## config.mk

```make
export PLATFORM = sky130hd
export DESIGN_NAME = buddy_block_allocator_top
export DESIGN_NICKNAME = d
export VERILOG_FILES = /design/src/rtl/bba_pkg.sv /design/src/rtl/bba_ram.sv /design/src/rtl/bba_engine.sv /design/src/rtl/buddy_block_allocator_top.sv
export SDC_FILE = /design/constraint.sdc
export NUM_CORES = 2
export LEC_CHECK = 0
export BUFFER_PORTS_ARGS = -buffer_cell sky130_fd_sc_hd__buf_2
export CAP_MARGIN = 20
export CORE_AREA = 2 2 685 687
export DETAILED_ROUTE_END_ITERATION = 10
export DIE_AREA = 0 0 687 689
export PLACE_DENSITY = 0.42
export SYNTH_ARGS = -nofsm -noshare
export SYNTH_HDL_FRONTEND = slang
export SYNTH_SLANG_ARGS = --single-unit
```

## constraint.sdc

```tcl
create_clock -name clk_i -period 23.8 [get_ports clk_i]
set_input_delay 5.95 -clock clk_i [delete_from_list [all_inputs] [get_ports clk_i]]
set_output_delay 5.95 -clock clk_i [all_outputs]
set_load 0.01 [all_outputs]
```

## src/rtl/bba_pkg.sv

```systemverilog
`timescale 1ns / 1ps
package bba_pkg;

  localparam int unsigned LogEntries = 9;
  localparam int unsigned NumEntries = 1 << LogEntries;
  localparam int unsigned MinShift   = 5;
  localparam int unsigned HeapBytes  = NumEntries << MinShift;
  localparam int unsigned IdxW       = LogEntries;
  localparam int unsigned EntryW     = 5;
  localparam int unsigned LvlW       = 4;

  localparam logic [31:0] HeapBaseReset = 32'h2000_1000;

  localparam logic ActAlloc = 1'b0;
  localparam logic ActFree  = 1'b1;

  typedef struct packed {
    logic        ok;
    logic [31:0] addr;
  } res_t;

endpackage

```

## src/rtl/bba_ram.sv

```systemverilog
`timescale 1ns / 1ps
module bba_ram #(
  parameter int unsigned Width = 8,
  parameter int unsigned Depth = 16
) (
  input  logic                     clk_i,
  input  logic                     we_i,
  input  logic [$clog2(Depth)-1:0] waddr_i,
  input  logic [Width-1:0]         wdata_i,
  input  logic [$clog2(Depth)-1:0] raddr_i,
  output logic [Width-1:0]         rdata_o
);

  logic [Width-1:0] mem_q [Depth];
  logic [Width-1:0] rdata_q;

  always_ff @(posedge clk_i) begin
    if (we_i) begin
      mem_q[waddr_i] <= wdata_i;
    end
    rdata_q <= mem_q[raddr_i];
  end

  assign rdata_o = rdata_q;

endmodule

```

## src/rtl/bba_engine.sv

```systemverilog
`timescale 1ns / 1ps
module bba_engine import bba_pkg::*; (
  input  logic        clk_i,
  input  logic        rst_ni,
  input  logic [31:0] heap_base_i,
  input  logic        req_valid_i,
  output logic        req_ready_o,
  input  logic        action_i,
  input  logic [15:0] req_size_i,
  input  logic [31:0] free_addr_i,
  output logic        res_valid_o,
  input  logic        res_ready_i,
  output res_t        res_o
);

  localparam logic [3:0] StClr    = 4'd0;
  localparam logic [3:0] StIdle   = 4'd1;
  localparam logic [3:0] StScan   = 4'd2;
  localparam logic [3:0] StUnwRd  = 4'd3;
  localparam logic [3:0] StUnwChk = 4'd4;
  localparam logic [3:0] StFrChk  = 4'd5;
  localparam logic [3:0] StMgRd   = 4'd6;
  localparam logic [3:0] StMgChk  = 4'd7;
  localparam logic [3:0] StMgWr   = 4'd8;
  localparam logic [3:0] StDone   = 4'd9;

  localparam logic [LvlW-1:0] TopLvl = LvlW'(LogEntries);

  logic [3:0]          state_q, state_d;
  logic [IdxW-1:0]     idx_q, idx_d;
  logic [IdxW:0]       issue_q, issue_d;
  logic                pend_q, pend_d;
  logic [IdxW-1:0]     pend_addr_q, pend_addr_d;
  logic [LvlW-1:0]     tlvl_q, tlvl_d;
  logic [LvlW-1:0]     lvl_q, lvl_d;
  res_t                res_q, res_d;

  logic                we;
  logic [IdxW-1:0]     waddr, raddr;
  logic [EntryW-1:0]   wdata, rdata;

  logic [16:0]         nblk;
  logic [IdxW:0]       nm1;
  logic [LvlW-1:0]     tcalc;
  logic [31:0]         off;
  logic [IdxW-1:0]     lvl_bit, lvl_mask, buddy, mid;
  logic                hit;

  bba_ram #(.Width(EntryW), .Depth(NumEntries)) u_table (
    .clk_i  (clk_i),
    .we_i   (we),
    .waddr_i(waddr),
    .wdata_i(wdata),
    .raddr_i(raddr),
    .rdata_o(rdata)
  );

  // smallest level whose block holds the request
  always_comb begin
    nblk  = (17'(req_size_i) + 17'((1 << MinShift) - 1)) >> MinShift;
    nm1   = (IdxW + 1)'(nblk - 17'd1);
    tcalc = '0;
    for (int k = 0; k <= IdxW; k++) begin
      if (nm1[k]) tcalc = LvlW'(k + 1);
    end
  end

  assign off      = free_addr_i - heap_base_i;
  assign lvl_bit  = IdxW'(1) << lvl_q;
  assign lvl_mask = {IdxW{1'b1}} << lvl_q;
  assign buddy    = idx_q ^ lvl_bit;
  // lvl_q is at least one in the unwind states
  assign mid      = (idx_q & lvl_mask) | (IdxW'(1) << (lvl_q - LvlW'(1)));
  assign hit      = !rdata[0] && (rdata[EntryW-1:1] > tlvl_q);

  assign req_ready_o = (state_q == StIdle);
  assign res_valid_o = (state_q == StDone);
  assign res_o       = res_q;

  always_comb begin
    state_d     = state_q;
    idx_d       = idx_q;
    issue_d     = issue_q;
    pend_d      = 1'b0;
    pend_addr_d = pend_addr_q;
    tlvl_d      = tlvl_q;
    lvl_d       = lvl_q;
    res_d       = res_q;
    we          = 1'b0;
    waddr       = idx_q;
    wdata       = '0;
    raddr       = idx_q;
    unique case (state_q)
      StClr: begin
        we    = 1'b1;
        waddr = idx_q;
        wdata = (idx_q == '0) ? {TopLvl + LvlW'(1), 1'b0} : '0;
        idx_d = idx_q + IdxW'(1);
        if (idx_q == {IdxW{1'b1}}) state_d = StIdle;
      end
      StIdle: begin
        if (req_valid_i) begin
          res_d = '{ok: 1'b0, addr: 32'd0};
          if (action_i == ActAlloc) begin
            if (req_size_i == 16'd0 || 32'(req_size_i) > 32'(HeapBytes)) begin
              state_d = StDone;
            end else begin
              tlvl_d  = tcalc;
              issue_d = '0;
              state_d = StScan;
            end
          end else begin
            if (off >= 32'(HeapBytes) || off[MinShift-1:0] != '0) begin
              state_d = StDone;
            end else begin
              idx_d   = off[MinShift +: IdxW];
              raddr   = off[MinShift +: IdxW];
              res_d.addr = free_addr_i;
              state_d = StFrChk;
            end
          end
        end
      end
      StScan: begin
        // one candidate read per cycle, its data checked in the next cycle
        if (pend_q && hit) begin
          we      = 1'b1;
          waddr   = pend_addr_q;
          wdata   = {tlvl_q + LvlW'(1), 1'b1};
          idx_d   = pend_addr_q;
          lvl_d   = tlvl_q + LvlW'(1);
          state_d = StUnwRd;
        end else if (!issue_q[IdxW]) begin
          raddr       = issue_q[IdxW-1:0];
          pend_d      = 1'b1;
          pend_addr_d = issue_q[IdxW-1:0];
          issue_d     = issue_q + ((IdxW + 1)'(1) << tlvl_q);
        end else if (!pend_q) begin
          state_d = StDone;
        end
      end
      StUnwRd: begin
        if (lvl_q > TopLvl) begin
          res_d.ok   = 1'b1;
          res_d.addr = heap_base_i + (32'(idx_q) << MinShift);
          state_d    = StDone;
        end else if (!idx_q[lvl_q - LvlW'(1)]) begin
          raddr   = mid;
          state_d = StUnwChk;
        end else begin
          lvl_d = lvl_q + LvlW'(1);
        end
      end
      StUnwChk: begin
        if (rdata == '0) begin
          we    = 1'b1;
          waddr = mid;
          wdata = {lvl_q, 1'b0};
        end
        lvl_d   = lvl_q + LvlW'(1);
        state_d = StUnwRd;
      end
      StFrChk: begin
        if (!rdata[0] || rdata[EntryW-1:1] == '0) begin
          res_d.addr = '0;
          state_d    = StDone;
        end else begin
          we      = 1'b1;
          waddr   = idx_q;
          wdata   = {rdata[EntryW-1:1], 1'b0};
          lvl_d   = rdata[EntryW-1:1] - LvlW'(1);
          res_d.ok = 1'b1;
          state_d = StMgRd;
        end
      end
      StMgRd: begin
        if (lvl_q >= TopLvl) begin
          state_d = StDone;
        end else begin
          raddr   = buddy;
          state_d = StMgChk;
        end
      end
      StMgChk: begin
        if (rdata == {lvl_q + LvlW'(1), 1'b0}) begin
          we      = 1'b1;
          waddr   = idx_q | lvl_bit;
          wdata   = '0;
          state_d = StMgWr;
        end else begin
          state_d = StDone;
        end
      end
      StMgWr: begin
        we      = 1'b1;
        waddr   = idx_q & ~lvl_bit;
        wdata   = {lvl_q + LvlW'(2), 1'b0};
        idx_d   = idx_q & ~lvl_bit;
        lvl_d   = lvl_q + LvlW'(1);
        state_d = StMgRd;
      end
      StDone: begin
        if (res_ready_i) state_d = StIdle;
      end
      default: state_d = StIdle;
    endcase
  end

  always_ff @(posedge clk_i or negedge rst_ni) begin
    if (!rst_ni) begin
      state_q <= StClr;
      idx_q   <= '0;
      pend_q  <= 1'b0;
    end else begin
      state_q <= state_d;
      idx_q   <= idx_d;
      pend_q  <= pend_d;
    end
  end

  always_ff @(posedge clk_i) begin
    issue_q     <= issue_d;
    pend_addr_q <= pend_addr_d;
    tlvl_q      <= tlvl_d;
    lvl_q       <= lvl_d;
    res_q       <= res_d;
  end

endmodule

```

## src/rtl/buddy_block_allocator_top.sv

```systemverilog
`timescale 1ns / 1ps
// channel | direction | tdata                         | tuser
// s_axis  | in        | [15:0] req_size [47:16] addr  | action (0 alloc, 1 free)
// m_axis  | out       | [31:0] result_addr            | ok
// cfg     | in        | [31:0] heap_base, no handshake| -
// after reset the block table is cleared entry by entry before s_axis_tready_o rises
// alloc: a scan of table reads, then an unwind through the levels above the block
// free: three table accesses per merge level
// one request at a time; a result waits in the output register while the next is taken
module buddy_block_allocator_top import bba_pkg::*; (
  input  logic        clk_i,
  input  logic        rst_ni,
  input  logic        s_axis_tvalid_i,
  output logic        s_axis_tready_o,
  input  logic [47:0] s_axis_tdata_i,   // req_size, free_addr
  input  logic        s_axis_tuser_i,   // action
  output logic        m_axis_tvalid_o,
  input  logic        m_axis_tready_i,
  output logic [31:0] m_axis_tdata_o,   // result_addr
  output logic        m_axis_tuser_o,   // ok
  input  logic        cfg_we_i,
  input  logic [31:0] cfg_wdata_i
);

  logic [31:0] heap_base_q;
  logic        out_valid_q, out_valid_d;
  res_t        out_q, out_d;
  logic        res_valid, res_ready;
  res_t        res;

  bba_engine u_engine (
    .clk_i      (clk_i),
    .rst_ni     (rst_ni),
    .heap_base_i(heap_base_q),
    .req_valid_i(s_axis_tvalid_i),
    .req_ready_o(s_axis_tready_o),
    .action_i   (s_axis_tuser_i),
    .req_size_i (s_axis_tdata_i[15:0]),
    .free_addr_i(s_axis_tdata_i[47:16]),
    .res_valid_o(res_valid),
    .res_ready_i(res_ready),
    .res_o      (res)
  );

  assign res_ready = !out_valid_q || m_axis_tready_i;

  always_comb begin
    out_valid_d = out_valid_q;
    out_d       = out_q;
    if (m_axis_tready_i) out_valid_d = 1'b0;
    if (res_valid && res_ready) begin
      out_valid_d = 1'b1;
      out_d       = res;
    end
  end

  always_ff @(posedge clk_i or negedge rst_ni) begin
    if (!rst_ni) begin
      heap_base_q <= HeapBaseReset;
      out_valid_q <= 1'b0;
    end else begin
      if (cfg_we_i) heap_base_q <= cfg_wdata_i;
      out_valid_q <= out_valid_d;
    end
  end

  always_ff @(posedge clk_i) begin
    out_q <= out_d;
  end

  assign m_axis_tvalid_o = out_valid_q;
  assign m_axis_tdata_o  = out_q.addr;
  assign m_axis_tuser_o  = out_q.ok;

  a_busy_after_accept: assert property (@(posedge clk_i) disable iff (!rst_ni)
    s_axis_tvalid_i && s_axis_tready_o |=> !s_axis_tready_o)
    else $error("engine took a second request while busy");

  a_idle_no_result: assert property (@(posedge clk_i) disable iff (!rst_ni)
    !(s_axis_tready_o && res_valid))
    else $error("engine idle with a result pending");

  a_fail_zero_addr: assert property (@(posedge clk_i) disable iff (!rst_ni)
    m_axis_tvalid_o && !m_axis_tuser_o |-> m_axis_tdata_o == 32'd0)
    else $error("failed transfer carries a nonzero address");

endmodule
```

==> flow_summary.toml <==
[clocking]
cts_buffers = 310
cts_sinks = 2705
cts_resized = 0
clockRootBuffer = "clkbuf_16"
clockBufferDepth = 4
cts_tree = "done"
post-cts-setup-buffers = 0
clk_latency_ns = 0.97
clk_pin_slew_worst_paths_ns = 0.07
h-tree-depth = 5
cts_hold_buf = 0

[finish]
nets = 9401
area_growth_pct = 15.1
n_fill_cell = 47500
layout_commonest_cell = "edfxtp_1"
final_cell_mix = "edfxtp_1 (2,653), nand2_1 (2,019), nand3_1 (788)"
layout-drive-gt1-share = 0.0925

[synthesis]
synth_edf_count = 2653
synth-seq-area-share = 0.698
synth_top_family_by_area = "simple AND/OR/NAND/NOR gates"
ys_seq_elements = 2705
synth.mux.area_fraction = 0.0288
netlist_area_um2 = 116000
ys_warn_count = 0
synth_simple_gate_area_share = 0.151
synth.top_cell.area_share = 0.687
synth_xor_area_frac = 0.00535
synth_nets = 9390
synthTopCellsByArea = "edfxtp_1 (69%), nand2_1 (6.6%), nand3_1 (3.4%)"
netlist_instances = 9200
synth.avg_cell_area_um2 = 12.6
synth_largest_area_cell = "edfxtp_1"
synthAdderAreaFrac = 0.0115
synth_cell_types = 95
synth-compound-area-share = 0.0784
dominantRegCellSynth = "edfxtp_1"
synth-async-reset-ratio = 0.0174

[route]
drcViolationCount = 0
drt_first_pass_iters = 6
routed_wl_um = 405000
routed_via_density = 4.93
drtIter0Drc = 7868
route.vias.total = 77200
wire_per_inst_um = 25.9
ant_nets = 0

[timing]
hold_viol = 0
skew_ns = 0.102
slew_headroom = 0.0929
fmax_mhz = 70.2
layout_setup_ws_ns = 9.55
rsz0062_at_grt = "no"
setup_violations = 0
period_needed_ns = 14.25
tightest_slew_ns = 1.36
min_period_over_period = 0.599
slew_viol_final = 0

[grt]
grt_pass1_vias = 76600
grt-ovfl-total = 0
grt_antenna_before_repair = 26
grt_max_degree = 178
grt_pass1_wl_um = 577000
grt.total_usage = 0.166

[floorplanning]
dieArea_um2 = 473000
die_y_um = 689
core_area_um2 = 466000
initial_utilization = 0.249
row_count = 251
die_w_um = 687
ios = 121

[power]
p_total_uw = 20700
leakagePower_uw = 0.0439
ir_worst_vdd_mv = 0.232
power_density_nw_per_um2 = 155

[placed_design]
place_congestion = 0.834
pre_cts_ws_ns = 8.65
dpl.hpwl_um = 244000
port_buffers = 120

[worst_setup_path]
startpoint = "s_axis_tdata_i[16]"
r2r_start = "u_engine.lvl_q[0]"
worstPathArrival_ns = 15.09
crit_required_ns = 24.64
critPathMaxFanout = 48
rr_endpoint = "u_engine.u_table.rdata_o[4]"
end_kind = "register"
crit_path_start_kind = "input port"
reg2regPathDepth = 21
cp-endpoint = "u_engine.u_table.rdata_o[4]"
path_class = "in -> reg"
reg2reg_slack_ns = 14.13

[status]
status = "finished, final reports clean"

[job]
cap_violations = 0

[hold_path]
hp-class = "reg -> reg"
==> power breakdown <==
part / leakage (uW) / total (uW) / internal (uW) / switching [uW]
sequential: 0.0236 / 5510 / 5430 / 81.0
clock: 0.00485 / 4780 / 2780 / 1990
combinational: 0.0154 / 10500 / 2770 / 7690
total: 0.0439 / 20700 / 11000 / 9760
==> cell usage after synthesis (26+ instances only) <==
cell type	count
a211o_1	28
a211oi_1	124
a21o_1	26
a21oi_1	184
a221oi_1	77
a22oi_1	45
a311oi_1	148
a31oi_1	134
and2_1	77
and3_1	104
buf_1	82
buf_2	237
buf_4	60
clkbuf_1	238
dfrtp_1	45
edfxtp_1	2653
ha_1	101
inv_1	81
mux2i_1	310
nand2_1	2036
nand3_1	788
nand4_1	59
nor2_1	688
nor3_1	50
nor3b_1	85
nor4_1	30
o211ai_1	33
o21ai_0	175
o22ai_1	33
xnor2_1	53
==> layer usage <==
layer	global-route usage	up-vias	part of all wire
met5	0	-	0
met4	0.0431	0	0.028
met3	0.0246	534	0.063
met2	0.270	2705	0.46
met1	0.229	39700	0.45
li1	-	34300	-
==> registers in the layout, summed over array words and instances (netlist names) <==
register / cells
u_engine.pend_q: 1
u_engine.res_o: 33
u_engine.u_table.rdata_o: 5
u_engine.issue_q: 10
u_engine.tlvl_q: 4
u_engine.u_table.mem_q: 2560
m_axis_tvalid_o: 1
u_engine.lvl_q: 4
u_engine.state_q: 4
heap_base_q: 32
u_engine.idx_q: 9
u_engine.pend_addr_q: 9
m_axis_tdata_o: 32
m_axis_tuser_o: 1
==> worst min path at each step <==
stage	from	endpoint	slack, ns	depth (start not counted)
after floorplan	u_engine.res_o[0]	m_axis_tdata_o[0]	0.40	0
after global placement	u_engine.res_o[12]	m_axis_tdata_o[12]	0.40	0
after detailed placement	u_engine.res_o[25]	m_axis_tdata_o[25]	0.40	0
after CTS	u_engine.res_o[14]	m_axis_tdata_o[14]	0.36	0
after global routing	u_engine.res_o[14]	m_axis_tdata_o[14]	0.37	0
final	u_engine.res_o[14]	m_axis_tdata_o[14]	0.36	0
==> critical path: stages <==
cell	delay, ns
buf_2	0.11
inv_1	0.06
ha_1	0.23
fa_1	0.41
xor2_1	0.17
nand4_1	0.24
a2111oi_0	0.63
nand3_1	0.21
a21oi_1	0.20
nand4_1	0.12
or4_4	0.57
o41ai_4	0.30
buf_4	0.46
or2_4	0.69
buf_4	0.63
buf_4	0.68
buf_4	0.72
buf_4	0.60
mux2i_1	0.28
mux2i_1	0.11
o211ai_1	0.18
and4_1	0.20
nor4bb_1	0.78
o21ai_0	0.16
a211o_1	0.25
==> cell families after synthesis <==
| kind of cell | after synthesis |
|---|---|
| and+or+nand+nor | 4015 |
| DFF | 2705 |
| AOI/OAI and AO/OA | 1269 |
| muxes | 329 |
| buffers and inverters | 707 |
| xor gates and xnor gates | 70 |
| adders and majority gates | 105 |
==> cell type report <==
class | instances | area, um2 | area share
flip-flops and latches | 2705 | 80900 | 0.606
multi-input cells | 5788 | 32300 | 0.242
clock buffers | 384 | 8220 | 0.0616
well taps | 6198 | 7750 | 0.0581
repair buffers | 319 | 2310 | 0.0173
clock inverters | 169 | 1710 | 0.0128
inverters | 87 | 334 | 0.00250
diodes | 4 | 10.0 | 0.0000749
==> metrics by stage <==
stage	instances	cell area [um2]	hold slack, ns	TNS (ns)	util
final	15700	134000	0.361	0	0.287
after global routing	15700	134000	0.372	0	0.287
after CTS	15700	134000	0.357	0	0.287
after detailed placement	15100	124000	0.405	0	0.265
after global placement	15100	124000	0.402	0	0.265
after floorplan	9200	116000	0.400	-2253.80	-
Power figures use the tool's default switching activity.
